--- src/design/utf8d_pkg.sv ---
// Shared types and constants for the UTF-8 stream decoder.
// Used by utf8d_decode, utf8d_out_reg and utf8_stream_decoder; no dependencies.
package utf8d_pkg;

    localparam int ByteW = 8;
    localparam int CpW   = 31;
    localparam int LenW  = 3;
    localparam int StW   = 2;

    // Payload bit width on the master side, padded to whole bytes.
    localparam int OutDataW = ((CpW + LenW + 7) / 8) * 8;

    // Continuation bytes carry six payload bits.
    localparam int ContBits = 6;

    localparam logic [ByteW-1:0] ContMask   = 8'hC0;
    localparam logic [ByteW-1:0] ContTag    = 8'h80;
    localparam logic [ByteW-1:0] ContData   = 8'h3F;
    localparam logic [ByteW-1:0] Lead2Mask  = 8'hE0;
    localparam logic [ByteW-1:0] Lead2Tag   = 8'hC0;
    localparam logic [ByteW-1:0] Lead2Data  = 8'h1F;
    localparam logic [ByteW-1:0] Lead3Mask  = 8'hF0;
    localparam logic [ByteW-1:0] Lead3Tag   = 8'hE0;
    localparam logic [ByteW-1:0] Lead3Data  = 8'h0F;
    localparam logic [ByteW-1:0] Lead4Mask  = 8'hF8;
    localparam logic [ByteW-1:0] Lead4Tag   = 8'hF0;
    localparam logic [ByteW-1:0] Lead4Data  = 8'h07;
    localparam logic [ByteW-1:0] Lead5Mask  = 8'hFC;
    localparam logic [ByteW-1:0] Lead5Tag   = 8'hF8;
    localparam logic [ByteW-1:0] Lead5Data  = 8'h03;
    localparam logic [ByteW-1:0] Lead6Mask  = 8'hFE;
    localparam logic [ByteW-1:0] Lead6Tag   = 8'hFC;
    localparam logic [ByteW-1:0] Lead6Data  = 8'h01;

    typedef enum logic [StW-1:0] {
        ST_OK       = 2'd0,
        ST_BAD_LEAD = 2'd1,
        ST_BAD_CONT = 2'd2
    } status_t;

    typedef struct packed {
        logic [CpW-1:0]  char_code;
        logic [LenW-1:0] seq_length;
        status_t         status;
    } result_t;

endpackage

--- src/design/utf8d_decode.sv ---
// Sequence decoder: lead/continuation classification, accumulator and count state.
// Depends on utf8d_pkg.
module utf8d_decode
(
    input  logic                          clk,
    input  logic                          rst_n,
    input  logic                          in_valid,
    input  logic [utf8d_pkg::ByteW-1:0]   in_byte,
    input  logic                          consume,
    output logic                          res_valid,
    output utf8d_pkg::result_t            res
);

    logic [utf8d_pkg::CpW-1:0]  acc_reg, acc_next;
    logic [utf8d_pkg::LenW-1:0] rem_reg, rem_next;
    logic [utf8d_pkg::LenW-1:0] exp_reg, exp_next;

    logic                       take;
    logic                       is_cont;
    logic [utf8d_pkg::CpW-1:0]  acc_shift;

    assign take      = in_valid && consume;
    assign is_cont   = (in_byte & utf8d_pkg::ContMask) == utf8d_pkg::ContTag;
    assign acc_shift = {acc_reg[utf8d_pkg::CpW-utf8d_pkg::ContBits-1:0],
                        in_byte[utf8d_pkg::ContBits-1:0]};

    always_comb
    begin
        acc_next       = acc_reg;
        rem_next       = rem_reg;
        exp_next       = exp_reg;
        res_valid      = 1'b0;
        res.char_code  = '0;
        res.seq_length = '0;
        res.status     = utf8d_pkg::ST_OK;

        if (rem_reg != '0)
        begin
            if (!is_cont)
            begin
                // abandon the sequence, byte is dropped
                res_valid  = in_valid;
                res.status = utf8d_pkg::ST_BAD_CONT;
                rem_next   = '0;
                exp_next   = '0;
                acc_next   = '0;
            end
            else if (rem_reg == 3'd1)
            begin
                res_valid      = in_valid;
                res.char_code  = acc_shift;
                res.seq_length = exp_reg;
                rem_next       = '0;
                exp_next       = '0;
                acc_next       = '0;
            end
            else
            begin
                acc_next = acc_shift;
                rem_next = rem_reg - 3'd1;
            end
        end
        else if (!in_byte[utf8d_pkg::ByteW-1])
        begin
            res_valid      = in_valid;
            res.char_code  = {{(utf8d_pkg::CpW-utf8d_pkg::ByteW){1'b0}}, in_byte};
            res.seq_length = 3'd1;
        end
        else if ((in_byte & utf8d_pkg::Lead2Mask) == utf8d_pkg::Lead2Tag)
        begin
            acc_next = {{(utf8d_pkg::CpW-utf8d_pkg::ByteW){1'b0}},
                        in_byte & utf8d_pkg::Lead2Data};
            exp_next = 3'd2;
            rem_next = 3'd1;
        end
        else if ((in_byte & utf8d_pkg::Lead3Mask) == utf8d_pkg::Lead3Tag)
        begin
            acc_next = {{(utf8d_pkg::CpW-utf8d_pkg::ByteW){1'b0}},
                        in_byte & utf8d_pkg::Lead3Data};
            exp_next = 3'd3;
            rem_next = 3'd2;
        end
        else if ((in_byte & utf8d_pkg::Lead4Mask) == utf8d_pkg::Lead4Tag)
        begin
            acc_next = {{(utf8d_pkg::CpW-utf8d_pkg::ByteW){1'b0}},
                        in_byte & utf8d_pkg::Lead4Data};
            exp_next = 3'd4;
            rem_next = 3'd3;
        end
        else if ((in_byte & utf8d_pkg::Lead5Mask) == utf8d_pkg::Lead5Tag)
        begin
            acc_next = {{(utf8d_pkg::CpW-utf8d_pkg::ByteW){1'b0}},
                        in_byte & utf8d_pkg::Lead5Data};
            exp_next = 3'd5;
            rem_next = 3'd4;
        end
        else if ((in_byte & utf8d_pkg::Lead6Mask) == utf8d_pkg::Lead6Tag)
        begin
            acc_next = {{(utf8d_pkg::CpW-utf8d_pkg::ByteW){1'b0}},
                        in_byte & utf8d_pkg::Lead6Data};
            exp_next = 3'd6;
            rem_next = 3'd5;
        end
        else
        begin
            // stray continuation, 0xFE or 0xFF
            res_valid  = in_valid;
            res.status = utf8d_pkg::ST_BAD_LEAD;
        end
    end

    always_ff @(posedge clk or negedge rst_n)
    begin
        if (!rst_n)
        begin
            acc_reg <= '0;
            rem_reg <= '0;
            exp_reg <= '0;
        end
        else if (take)
        begin
            acc_reg <= acc_next;
            rem_reg <= rem_next;
            exp_reg <= exp_next;
        end
    end

    a_rem_range: assert property (@(posedge clk) disable iff (!rst_n)
        rem_reg <= 3'd5)
        else $error("continuation count out of range");

    a_idle_after_result: assert property (@(posedge clk) disable iff (!rst_n)
        take && res_valid |=> rem_reg == '0)
        else $error("state not idle after a result");

    a_bad_cont_in_seq: assert property (@(posedge clk) disable iff (!rst_n)
        res_valid && res.status == utf8d_pkg::ST_BAD_CONT |-> rem_reg != '0)
        else $error("bad continuation reported outside a sequence");

    a_multi_ends_seq: assert property (@(posedge clk) disable iff (!rst_n)
        res_valid && res.status == utf8d_pkg::ST_OK && res.seq_length > 3'd1
        |-> rem_reg == 3'd1 && exp_reg == res.seq_length)
        else $error("multibyte result not at last continuation");

endmodule

--- src/design/utf8d_out_reg.sv ---
// Result register between the decoder and the master-side stream.
// Depends on utf8d_pkg.
module utf8d_out_reg
(
    input  logic                clk,
    input  logic                rst_n,
    input  logic                in_valid,
    input  utf8d_pkg::result_t  in_res,
    output logic                in_ready,
    output logic                out_valid,
    input  logic                out_ready,
    output utf8d_pkg::result_t  out_res
);

    logic               valid_reg, valid_next;
    utf8d_pkg::result_t res_reg;

    assign in_ready   = !valid_reg || out_ready;
    assign valid_next = in_ready ? in_valid : valid_reg;

    always_ff @(posedge clk or negedge rst_n)
    begin
        if (!rst_n)
        begin
            valid_reg <= 1'b0;
        end
        else
        begin
            valid_reg <= valid_next;
        end
    end

    always_ff @(posedge clk)
    begin
        if (in_ready && in_valid)
        begin
            res_reg <= in_res;
        end
    end

    assign out_valid = valid_reg;
    assign out_res   = res_reg;

endmodule

--- src/design/utf8_stream_decoder.sv ---
// UTF-8 (six-byte form) stream decoder top level: input register, decoder, result register.
// Depends on utf8d_pkg, utf8d_decode and utf8d_out_reg.
//
// Usage:
//   Slave stream s_axis_* carries one raw byte per request in s_axis_tdata[7:0].
//   Master stream m_axis_* carries one result per completed or failed sequence:
//   tdata = char code [30:0], seq_length [33:31], zero pad [39:34];
//   tuser = status (0 ok, 1 invalid lead byte, 2 bad continuation byte).
//   Error results carry char code 0 and seq_length 0.
//   Bytes that only start or extend a sequence produce no result.
// Timing:
//   One byte per cycle sustained while m_axis_tready is high; each byte waits in
//   the input register, is decoded in the same cycle it leaves it, and its result
//   is registered in the result register for m_axis. The per-byte path is a chain
//   of mask/compares and a 6-bit shift into the accumulator.
// Reset:
//   rst_n clears the valid flags of both register stages and returns the decoder to idle.
// Stall:
//   With m_axis_tready low the result register holds; one more byte is still taken
//   into the input register, then s_axis_tready drops until the result is taken.
module utf8_stream_decoder
(
    input  logic                              clk,
    input  logic                              rst_n,
    input  logic                              s_axis_tvalid,
    output logic                              s_axis_tready,
    input  logic [7:0]                        s_axis_tdata,  // [7:0] byte_in
    output logic                              m_axis_tvalid,
    input  logic                              m_axis_tready,
    // [30:0] char code, [33:31] seq_length, rest zero
    output logic [utf8d_pkg::OutDataW-1:0]    m_axis_tdata,
    output logic [utf8d_pkg::StW-1:0]         m_axis_tuser   // [1:0] status
);

    logic                          in_valid_reg, in_valid_next;
    logic [utf8d_pkg::ByteW-1:0]   in_byte_reg;

    logic                          dec_valid;
    utf8d_pkg::result_t            dec_res;
    logic                          out_ready;
    utf8d_pkg::result_t            out_res;

    // Input register drains whenever the result register can take a result.
    assign s_axis_tready = !in_valid_reg || out_ready;
    assign in_valid_next = s_axis_tready ? s_axis_tvalid : in_valid_reg;

    always_ff @(posedge clk or negedge rst_n)
    begin
        if (!rst_n)
        begin
            in_valid_reg <= 1'b0;
        end
        else
        begin
            in_valid_reg <= in_valid_next;
        end
    end

    always_ff @(posedge clk)
    begin
        if (s_axis_tvalid && s_axis_tready)
        begin
            in_byte_reg <= s_axis_tdata;
        end
    end

    utf8d_decode u_decode
    (
        .clk       (clk),
        .rst_n     (rst_n),
        .in_valid  (in_valid_reg),
        .in_byte   (in_byte_reg),
        .consume   (out_ready),
        .res_valid (dec_valid),
        .res       (dec_res)
    );

    utf8d_out_reg u_out_reg
    (
        .clk       (clk),
        .rst_n     (rst_n),
        .in_valid  (dec_valid),
        .in_res    (dec_res),
        .in_ready  (out_ready),
        .out_valid (m_axis_tvalid),
        .out_ready (m_axis_tready),
        .out_res   (out_res)
    );

    assign m_axis_tdata = {{(utf8d_pkg::OutDataW-utf8d_pkg::CpW-utf8d_pkg::LenW){1'b0}},
                           out_res.seq_length, out_res.char_code};
    assign m_axis_tuser = out_res.status;

endmodule
--- config.mk ---
export PLATFORM = sky130hd
export DESIGN_NAME = utf8_stream_decoder
export DESIGN_NICKNAME = d
export VERILOG_FILES = /design/src/design/utf8d_pkg.sv /design/src/design/utf8d_decode.sv /design/src/design/utf8d_out_reg.sv /design/src/design/utf8_stream_decoder.sv
export SDC_FILE = /design/constraint.sdc
export NUM_CORES = 1
export LEC_CHECK = 0
export BUFFER_PORTS_ARGS = -buffer_cell sky130_fd_sc_hd__buf_2
export CAP_MARGIN = 20
export CORE_MARGIN = 3
export CORE_UTILIZATION = 35
export CTS_CLUSTER_DIAMETER = 80
export CTS_CLUSTER_SIZE = 12
export DETAILED_ROUTE_END_ITERATION = 12
export GPL_TIMING_DRIVEN = 0
export SYNTH_ARGS = -nofsm -noshare
export SYNTH_HDL_FRONTEND = slang
export SYNTH_SLANG_ARGS = --single-unit
--- constraint.sdc ---
create_clock -name clk -period 3.87 [get_ports clk]
set_clock_uncertainty 0.1 [all_clocks]
set_input_delay 0.387 -clock clk [delete_from_list [all_inputs] [get_ports clk]]
set_output_delay 0.387 -clock clk [all_outputs]
set_load 0.03 [all_outputs]
==> results of run 1 <==
## synth_stat cells (all sizes together)
cell type   n
a211o       1
a211oi      2
a21o        3
a21oi       3
a22o        2
a31o        2
a32o        1
and2       33
and3        4
buf        15
clkbuf      1
conb        1
dfrtp      33
edfxtp     44
ha          3
inv        25
mux2        4
mux2i      24
nand2      27
nand2b      6
nand3       2
nand3b      1
nor2        4
nor2b       2
nor3        2
nor3b       1
nor4        1
o211ai      1
o21a        1
o21ai       6
o21bai      1
o22ai       1
or2         1
## per-stage QoR
stage	hold slack (ps)	instance area, sq um	setup WS [ps]	util (%)
after floorplan	-8.59	3350	845	-
after global placement	377	3750	159	41.8
after detailed placement	372	3780	1220	42.2
after CTS	25.0	3970	1200	44.2
after global routing	58.3	3970	1050	44.2
final	8.31	3970	1240	44.2
## worst max-delay path: cells and delay by family, from the launching register on
kind / cells / cell delay (ps)
buffers and inverters: 3 / 540
adders and majority gates: 1 / 230
AOI/OAI and AO/OA: 1 / 220
DFF: 1 / 410
and+or+nand+nor: 2 / 850
## power by group through the flow
| stage | registers (mW) | logic, mW | clock network, mW |
|---|---|---|---|
| global route | 1.15 | 0.909 | 0.606 |
| global placement | 1.15 | 0.815 | 0 |
| floorplan | 1.32 | 0.445 | 0 |
| detailed placement | 1.15 | 0.843 | 0 |
| CTS | 1.14 | 0.844 | 0.572 |
| finish | 1.13 | 0.833 | 0.551 |
## cells by family (layout without fill, tap and decap cells)
| logic type | Yosys count | after routing | synth area share [%] |
|---|---|---|---|
| AND/OR/NAND/NOR | 84 | 84 | 13.9 |
| flip-flops | 77 | 77 | 64.6 |
| buffers and inverters | 41 | 107 | 6.40 |
| multiplexers | 28 | 28 | 8.58 |
| AO/OA/AOI/OAI | 24 | 24 | 5.34 |
| adder cells (fa/ha/maj) | 3 | 3 | 1.13 |
| other | 1 | 6 | 0.113 |
## layout by cell type, fill, tap and decap left out, types with 3 or more instances in the layout
| cell | count |
|---|---|
| buf_4 | 7 |
| a21o_1 | 3 |
| edfxtp_1 | 44 |
| clkbuf_8 | 9 |
| o21ai_0 | 6 |
| mux2_2 | 4 |
| conb_1 | 6 |
| dfrtp_1 | 33 |
| mux2i_1 | 24 |
| clkbuf_1 | 3 |
| ha_1 | 3 |
| nand2_1 | 26 |
| nand2b_1 | 6 |
| and2_1 | 33 |
| buf_2 | 55 |
| inv_1 | 25 |
| and3_1 | 3 |
| nor2_1 | 4 |
## worst min path at each step
stage	to	slack (ps)
finish	u_decode.rem_reg[2]	8
global route	u_decode.rem_reg[2]	60
floorplan	in_valid_reg	-9
global placement	u_decode.exp_reg[1]	380
detailed placement	u_decode.exp_reg[1]	370
CTS	u_decode.rem_reg[2]	20
## layer usage
metal / up-vias / global-route usage (%) / wire, um
li1: 991 / - / -
met1: 915 / 14.2 / 2630
met2: 49 / 19.9 / 2740
met3: 6 / 4.63 / 303
met4: 0 / 3.88 / 64
met5: - / 0 / 0
## layout make-up
cell class / count / area, sq um
multi-input cells: 145 / 995
inverters: 25 / 93.8
repair buffers: 50 / 273
flip-flops and latches: 77 / 2150
plain buffers: 16 / 119
fillers: 879 / 5010
clock inverters: 3 / 21.3
clock buffers: 13 / 160
well taps: 126 / 158
==> reports/qor.yml, run 1 <==
routing:
  drt_iter0_drc: 66
  vias: 1961
  wl_per_cell_um: 12.6
  via_per_inst: 4.31
  dr.pass1.iters: 4
  post-route-drc-count: 0
  wl_um: 5740
  drtAntennaViolNets: 0
global_routing:
  grt-ovfl-total: 0
  grt_util_all_layers_pct: 11.9
  grt_max_degree: 34
  antenna_found_initial: 0
  grt_pass1_wl_um: 9520
  grt_pass1_vias: 1956
clocking:
  cts_setup_buffers: 0
  clk_path_buf_depth: 2
  numCtsBuffers: 9
  htreeDepth: 3
  cts_tree: "built"
  cts_resized: 0
  clk_pin_slew_ps: 80
  clk_latency_ps: 340
  ctsRootBufferMaster: "clkbuf_8"
  clock-sinks: 77
  hold_buffers: 0
synth:
  ys_seq_area_share_pct: 64.6
  synthTopCellsByArea: "edfxtp_1 40%, dfrtp_1 25%, mux2i_1 7.2%, and2_1 6.2%, nand2_1 2.9%"
  synth_area_sq_um: 3320
  synth_top_cell_by_area: "edfxtp_1"
  synthDistinctLibCells: 41
  syn_area_per_cell_sq_um: 12.9
  netlist.area_leader.share_pct: 39.7
  ys_seq_elements: 77
  syn_inst: 258
  ys_warn_count: 0
worst_setup_path:
  rrSetupSlack_ps: 1240
  start_kind: "register"
  r2r_start: "u_decode.rem_reg[0]"
  ff2ff_path_depth: 7
  worstPathMaxFanout: 19
  crit_end: "u_out_reg.out_res[22]"
  crit_arrival_ps: 2590
  cp-end-kind: "register"
  critPathKind: "reg2reg"
  critPathLaunch: "u_decode.rem_reg[0]"
  slowest_stage: "nor3_4"
  r2r-end: "u_out_reg.out_res[22]"
  crit_required_ps: 3820
  cpPeakStageDelay_ps: 770
  path_cells: "inv_1 -> ha_1 -> nor2_1 -> o21a_1 -> buf_2 -> nor3_4 -> buf_16"
sta:
  fin_crit_ps: 2630
  rsz0062_at_grt: "false"
  max_slew.worst_pin.slew_ps: 996
  max_freq_mhz: 380
  setup_viol: 0
  hold_viol: 0
  slew_viol_final: 0
  tns_ps: 0
  final.period_utilization_pct: 68.1
  slew_headroom_pct: 33.4
placement:
  place_inst: 439
  port_buffers: 49
  hpwl_um: 4130
  routabilityCongestion: 0.861
floorplanning:
  die_h_um: 103
  initial_core_util_pct: 37.0
  num_io_pins: 56
  die_x_um: 103
  fp.dieArea_sq_um: 10700
  core_sq_um: 8980
  rows: 34
power_and_ir_drop:
  comb_power_share_pct: 33.1
  power.leakage_nw: 1.71
  finalPower_mw: 2.52
  p_sw_mw: 0.883
  power_density_nw_per_um2: 635
  ir_worst_vdd_mv: 0.233
  p_clk_share_pct: 21.9
  swShare_pct: 35.1
  internal-power_mw: 1.63
  p_seq_share_pct: 45.0
cells_and_area:
  fin_cells: 455
  largest_reg_flops: 36
  drive_gt1_share_pct: 28.0
  final_nets: 339
  syn_to_final_growth_pct: 19.3
  num_antenna_cells: 0
hold_path:
  hold_class: "in2async"
status:
  status: "complete, no violations"
flow_run:
  maxCapViolCount: 0
Note: power is estimated with default switching activity, not from simulation.
==> run 2, diff against run 1 <==
--- a/config.mk
+++ b/config.mk
@@ -5,6 +5,7 @@
 export SDC_FILE = /design/constraint.sdc
 export NUM_CORES = 1
 export LEC_CHECK = 0
+export ABC_AREA = 1
 export BUFFER_PORTS_ARGS = -buffer_cell sky130_fd_sc_hd__buf_2
 export CAP_MARGIN = 20
 export CORE_MARGIN = 3
==> constraint.sdc (replaced) <==
create_clock -name clk -period 2.1 [get_ports clk]
set_clock_uncertainty 0.1 [all_clocks]
set_input_delay 0.21 -clock clk [delete_from_list [all_inputs] [get_ports clk]]
set_output_delay 0.21 -clock clk [all_outputs]
set_load 0.03 [all_outputs]
==> run 2 against run 1 <==
  * Highest routed layer unchanged
  * Critical path depth increased by 4
  * Total power increased by 91%
  * Routed wire length increased by 19%
  * Fmax increased by 31%
  * Area after synthesis increased by 2.8%
  * Largest cell class unchanged
  * Cell area increased by 7.6%
  * Clock power increased by 71%
  * Register-to-register slack got worse by 1100 ps
==> reports/qor.yml, run 2 <==
synth:
  synth-adder-area-share_pct: 1.10  # -0.031 points
  synth_top_family_by_area: "simple AND/OR/NAND/NOR gates"
  synthTopCellsByArea: "edfxtp_1 39%, dfrtp_1 24%, nand2_1 7.6%, o21ai_2 6.4%, inv_1 5.2%"
  syn_inst: 325  # +26%
  synth_top_cell_by_area: "edfxtp_1"
  syn_area_per_cell_sq_um: 10.5  # -18%
  synth_compound_area_share_pct: 8.42  # +3.1 points
  yosys.area_share.simple_pct: 18.2  # +4.4 points
  synthDistinctLibCells: 28  # -32%
  async_reset_ff_share_pct: 42.9  # unchanged
  muxShareOfSynthArea_pct: 0  # -8.6 points
  ys_seq_area_share_pct: 62.8  # -1.8 points
  ys_seq_elements: 77  # unchanged
  synth.most_common_cell: "nand2_1"
  synth_edf_count: 44  # unchanged
  synth_area_sq_um: 3420  # +2.8%
  ys.flop_type: "edfxtp_1"
  synth_commonest_cells: "69 x nand2_1, 47 x inv_1, 46 x nor2_1"
  synth_xor_xnor_area_share_pct: 0.256  # +0.26 points
  netlist.area_leader.share_pct: 38.7  # -1.1 points
  ys_warn_count: 0  # unchanged
clocking:
  cts_tree: "built"
  ctsRootBufferMaster: "clkbuf_8"
  clk_pin_slew_ps: 70  # about the same
  numCtsBuffers: 9  # unchanged
  clk_latency_ps: 340  # about the same
  htreeDepth: 3  # unchanged
  clock-sinks: 77  # unchanged
  clk_path_buf_depth: 2  # unchanged
flow_run:
  maxCapViolCount: 0  # unchanged
worst_setup_path:
  crit_arrival_ps: 1970  # -620 ps
  path_cells: "inv_2 -> ha_4 -> inv_2 -> nor2_4 -> inv_4 -> nand2_4 -> inv_2 -> nor2_1 -> nand2_2 -> nor2_4 -> buf_12"
  rrSetupSlack_ps: 90  # -1140 ps
  r2r-end: "u_out_reg.out_res[7]"
  cp-end-kind: "register"
  cpPeakStageDelay_ps: 400  # -370 ps
  cp_num_buf_inv: 5  # +2
  critPathKind: "reg2reg"
  ff2ff_path_depth: 11  # +4
  r2r_start: "u_decode.rem_reg[0]"
  start_kind: "register"
  crit_top_cell: "inv_2"
  slowest_stage: "dfrtp_1"
  crit_required_ps: 2060  # -1760 ps
  worstPathMaxFanout: 10  # -9
  path_delay_family: "simple AND/OR/NAND/NOR gates"
floorplanning:
  core_sq_um: 9370  # +4.4%
  num_io_pins: 56  # unchanged
  rows: 35  # +2.9%
  initial_core_util_pct: 36.5  # -0.56 points
  die_x_um: 105  # +1.3%
  fp.dieArea_sq_um: 11000  # +2.7%
  die_h_um: 105  # +1.3%
sta:
  slew_viol_final: 0  # unchanged
  setup_slack_ps: 93.8  # -1140 ps
  fin_crit_ps: 2010  # -627 ps
  rsz0062_at_grt: "false"
  holdWs_ps: 81.9  # +73.6 ps
  hold_viol: 0  # unchanged
  max_freq_mhz: 498  # +31%
  setup_viol: 0  # unchanged
  max_slew.worst_pin.slew_ps: 765  # -231 ps
  final.period_utilization_pct: 95.5  # +27 points
  slew_headroom_pct: 49.0  # +16 points
cells_and_area:
  drive_gt1_share_pct: 34.9  # +7.0 points
  final_nets: 425  # +25%
  nFillCells: 909  # +3.4%
  largest_reg_flops: 36  # unchanged
  syn_to_final_growth_pct: 24.9
  num_antenna_cells: 0  # unchanged
  layout_common_cells: "66 x nand2_1, 51 x buf_2, 44 x inv_1, 44 x edfxtp_1, 42 x nor2_1"
  utilization_pct: 45.5  # +1.4 points
  layout_commonest_cell: "nand2_1"
hold_path:
  hp-start: "m_axis_tready"
  hold_class: "in2reg"
  hold_end: "u_out_reg.out_valid"
  hold_depth: 4
routing:
  dr.pass1.iters: 4  # unchanged
  drtAntennaViolNets: 0  # unchanged
  post-route-drc-count: 0  # unchanged
  wl_um: 6820  # +19%
  wl_per_cell_um: 12.5  # -0.68%
  drt_iter0_drc: 96  # +45%
  via_per_inst: 4.22  # -2.0%
  vias: 2297  # +17%
placement:
  routabilityCongestion: 0.790  # -8.3%
  hpwl_um: 4600  # +11%
  port_buffers: 49  # unchanged
  post-place-ws_ps: -497  # -1710 ps
power_and_ir_drop:
  ir_worst_vdd_mv: 0.446  # +91%
  power_density_nw_per_um2: 1130  # +77%
  power.leakage_nw: 1.83  # +7.3%
status:
  status: "complete, no violations"
global_routing:
  grt_max_degree: 34  # unchanged
  grt_pass1_vias: 2255  # +15%
  antenna_found_initial: 0  # unchanged
  grt_pass1_wl_um: 11300  # +19%
  grt-ovfl-total: 0  # unchanged
  grt_util_all_layers_pct: 13.2  # +1.3 points
run 2: cell count changes in the layout (fill, tap and decap cells not counted), moves of 10 or more:
cell,previous run,this run
inv_1,25,44
nand2_1,26,66
mux2i_1,24,0
dlygate4sd3_1,0,10
nand2_2,1,14
o21ai_2,0,25
and2_1,33,0
nor2_1,4,42
run 2: timing repair:
item | 4_1_cts | 5_1_grt
gates cloned | 1 | 0
endpoints found under the setup margin | 36 | 37
resized for setup | 1 | 6
pin swaps | 2 | 2
hold buffers | 10 | 0
endpoints found under the hold margin | 42 | 0
setup buffers | 3 | 6
run 2: layout make-up:
type,instances,area [sq um],area share (%)
Buffer,15,119,2.79
Clock inverter,5,28.8,0.674
Inverter,51,194,4.54
Sequential cell,77,2150,50.3
Clock buffer,11,131,3.08
Timing Repair Buffer,68,450,10.6
Multi-Input combinational cell,188,1040,24.3
Tap cell,129,161,3.78
run 2: per-stage QoR:
stage / TNS [ps] / cell area (sq um) / power [mW] / std cells
finish: 0 / 4270 / 4.80 / 544
floorplan: -3710 / 3470 / 3.33 / 330
detailed placement: -17760 / 3880 / 3.74 / 508
CTS: 0 / 4210 / 4.81 / 538
global placement: -16070 / 3880 / 3.72 / 508
global route: 0 / 4270 / 5.10 / 544
run 2: cells by family after synthesis:
group	Yosys count
compound gates	37
other cells	1
fa+ha+maj	3
flops	77
buf+inv	66
simple gates	140
xor+xnor	1
run 2: report_power, final:
group / switching (mW) / internal (mW)
sequential: 0.146 / 1.93
clock: 0.520 / 0.421
combinational: 1.21 / 0.577
run 2: worst max-delay path by stage:
stage	cells past startpoint	start	endpoint	slack, ps
finish	11	u_decode.rem_reg[0]	u_out_reg.out_res[7]	90
global route	11	u_decode.rem_reg[1]	u_out_reg.out_res[7]	4
CTS	11	u_decode.rem_reg[1]	u_out_reg.out_res[33]	20
detailed placement	7	in_byte_reg[7]	u_out_reg.out_res[22]	-500
global placement	10	u_decode.rem_reg[1]	u_out_reg.out_res[31]	-450
floorplan	10	u_decode.rem_reg[0]	u_out_reg.out_res[0]	-100
run 2: metal layers:
layer,up-vias,routed length [um],global-route usage (%)
li1,1183,-,-
met1,1047,3190,17.2
met2,56,3250,21.3
met3,11,268,3.21
met4,0,113,5.15
met5,-,0,0
run 2: worst reg2reg max path: cells and delay by family, from the launching register on:
family	cells	cell delay, ps
adders and majority gates	1	120
buffers and inverters	5	430
DFF	1	400
and+or+nand+nor	5	650
==> run 3, diff against run 2 <==
--- a/config.mk
+++ b/config.mk
@@ -8,6 +8,7 @@
 export ABC_AREA = 1
 export BUFFER_PORTS_ARGS = -buffer_cell sky130_fd_sc_hd__buf_2
 export CAP_MARGIN = 20
+export CORE_ASPECT_RATIO = 0.5
 export CORE_MARGIN = 3
 export CORE_UTILIZATION = 35
 export CTS_CLUSTER_DIAMETER = 80
==> run 3 against run 2 <==
  * Sequential share of layout area decreased by 2.2 points
  * Combinational power increased by 7%
  * Highest routed layer unchanged
  * Register-to-register slack about the same
  * Cell count increased by 0.92%
  * First-iteration DRC count grew 32%
  * Critical path depth stayed put
  * Flip-flop and latch count is the same
  * Worst setup slack got worse by 6.3 ps
==> reports/qor.yml, run 3 (same netlist as run 2, synthesis figures left out) <==
worst_setup_path:
  start_kind: "register"
  crit_required_ps: 2060  # about the same
  critPathLaunch: "u_decode.rem_reg[1]"
  crit_arrival_ps: 1970  # about the same
  cp-end-kind: "register"
  worstPathMaxFanout: 7  # -3
  r2r_start: "u_decode.rem_reg[1]"
  critPathKind: "reg2reg"
sta:
  slew_viol_final: 0  # unchanged
  final.period_utilization_pct: 95.8  # +0.30 points
  setup_slack_ps: 87.5  # -6.31 ps
  fin_crit_ps: 2010  # +6.31 ps
  slew_headroom_pct: 49.0  # about the same
  setup_viol: 0  # unchanged
  max_slew.worst_pin.slew_ps: 765  # +0.608 ps
  rsz0062_at_grt: "true"
  holdWs_ps: 99.4  # +17.6 ps
  max_freq_mhz: 497  # -0.31%
  hold_viol: 0  # unchanged
cells_and_area:
  num_antenna_cells: 0  # unchanged
  utilization_pct: 49.1  # +3.5 points
  nFillCells: 859  # -5.5%
  layout_commonest_cell: "nand2_1"
  layout_common_cells: "66 x nand2_1, 51 x buf_2, 44 x inv_1, 44 x edfxtp_1, 42 x nor2_1"
  fin_area_sq_um: 4460  # +4.6%
  drive_gt1_share_pct: 36.0  # +1.1 points
  final_nets: 429  # +0.94%
  syn_to_final_growth_pct: 30.6
  largest_reg_flops: 36  # unchanged
hold_path:
  hold_class: "in2reg"
  hp-start: "m_axis_tready"
placement:
  place_area_sq_um: 3880  # about the same
  port_buffers: 49  # unchanged
  post-place-ws_ps: -490  # +6.97 ps
  routabilityCongestion: 0.806  # +2.0%
  hpwl_um: 4590  # -0.19%
floorplanning:
  num_io_pins: 56  # unchanged
  core_sq_um: 9100  # -2.9%
  initial_core_util_pct: 37.6  # +1.1 points
  rows: 24  # -31%
  die_x_um: 146  # +39%
  fp.dieArea_sq_um: 11100  # +0.66%
  die_h_um: 75.9  # -28%
clocking:
  clk_latency_ps: 340  # about the same
  clock-sinks: 77  # unchanged
  clk_pin_slew_ps: 60  # about the same
  clk_path_buf_depth: 2  # unchanged
  cts_tree: "built"
  ctsRootBufferMaster: "clkbuf_16"
  htreeDepth: 3  # unchanged
  numCtsBuffers: 9  # unchanged
power_and_ir_drop:
  ir_worst_vdd_mv: 0.519  # +16%
  power_density_nw_per_um2: 1220  # +8.8%
  finalPower_mw: 5.47  # +14%
  power.leakage_nw: 1.92  # +5.1%
global_routing:
  grt_max_degree: 34  # unchanged
  grt_pass1_wl_um: 11100  # -1.5%
  grt-ovfl-total: 0  # unchanged
  antenna_found_initial: 0  # unchanged
  grt_util_all_layers_pct: 13.3  # +0.077 points
  grt_pass1_vias: 2264  # +0.40%
routing:
  post-route-drc-count: 0  # unchanged
  dr.pass1.iters: 4  # unchanged
  wl_per_cell_um: 12.6  # +0.41%
  vias: 2349  # +2.3%
  via_per_inst: 4.28  # +1.3%
  drt_iter0_drc: 127  # +32%
  drtAntennaViolNets: 0  # unchanged
  wl_um: 6910  # +1.3%
flow_run:
  maxCapViolCount: 0  # unchanged
status:
  status: "complete, no violations"
run 3: cell count changes in the layout (fill, tap and decap cells not counted), sizes merged:
cell	before	now
clkinvlp	2	1
clkbuf	13	16
inv	51	50
buf	71	74
run 3: worst paths after layout:
| check | endpoint | slack (ps) | cells after the start |
|---|---|---|---|
| hold reg to reg | u_decode.acc_reg[22] | 390 | 2 |
| setup / recovery | u_out_reg.out_res[14] | 90 | 11 |
| max in group asynchronous | u_decode.acc_reg[14] | 1020 | 2 |
| setup reg to reg | u_out_reg.out_res[14] | 90 | 11 |
| min in group asynchronous | u_decode.exp_reg[2] | 390 | 2 |
| hold / removal | u_out_reg.out_valid | 100 | 4 |
run 3: what timing repair did:
action                                  CTS  global route
gates resized for setup                   2            10
buffers inserted                          3             9
endpoints found under the setup margin   36            37
hold buffers                             10             0
gates cloned                              1             1
pin swaps                                 2             2
endpoints found under the hold margin    42             0
run 3: layout make-up:
class                      instances  area [sq um]  area share [%]
timing repair buffer              72           498            11.2
multi-input combinational        188          1050            23.5
inverter                          51           199            4.46
tap                              130           163            3.64
buffer                            15           119            2.66
sequential                        77          2150            48.1
clock inverter                     3          17.5           0.392
clock buffer                      13           272            6.08
run 3: stage by stage:
stage               setup TNS, ps  cells
floorplan                   -3710    330
global placement           -16620    509
detailed placement         -17550    509
CTS                             0    539
global route                 -201    549
finish                          0    549
run 3: routing by layer:
layer | track usage, % | wire length [um] | up-vias | part of all wire, %
li1 | - | - | 1194 | -
met1 | 16.4 | 3170 | 1091 | 46
met2 | 21.8 | 3120 | 52 | 45
met3 | 4.69 | 485 | 12 | 7.0
met4 | 5.68 | 131 | 0 | 1.9
met5 | 0 | 0 | - | 0
run 3: report_power, final:
group          internal, mW  leakage [nW]  switching, mW
combinational         0.655         0.905           1.26
clock                 0.900         0.141          0.578
sequential             1.93         0.877          0.144
run 3: worst max-delay path, stage by stage (launching register included):
cell and delay, ps:
dfrtp_1 380, inv_2 110, ha_4 140, inv_2 40
nor2_4 150, clkinv_4 110, nand2_4 90, inv_4 40
nor2_4 90, nand2_4 90, nor2_4 200, clkbuf_16 180
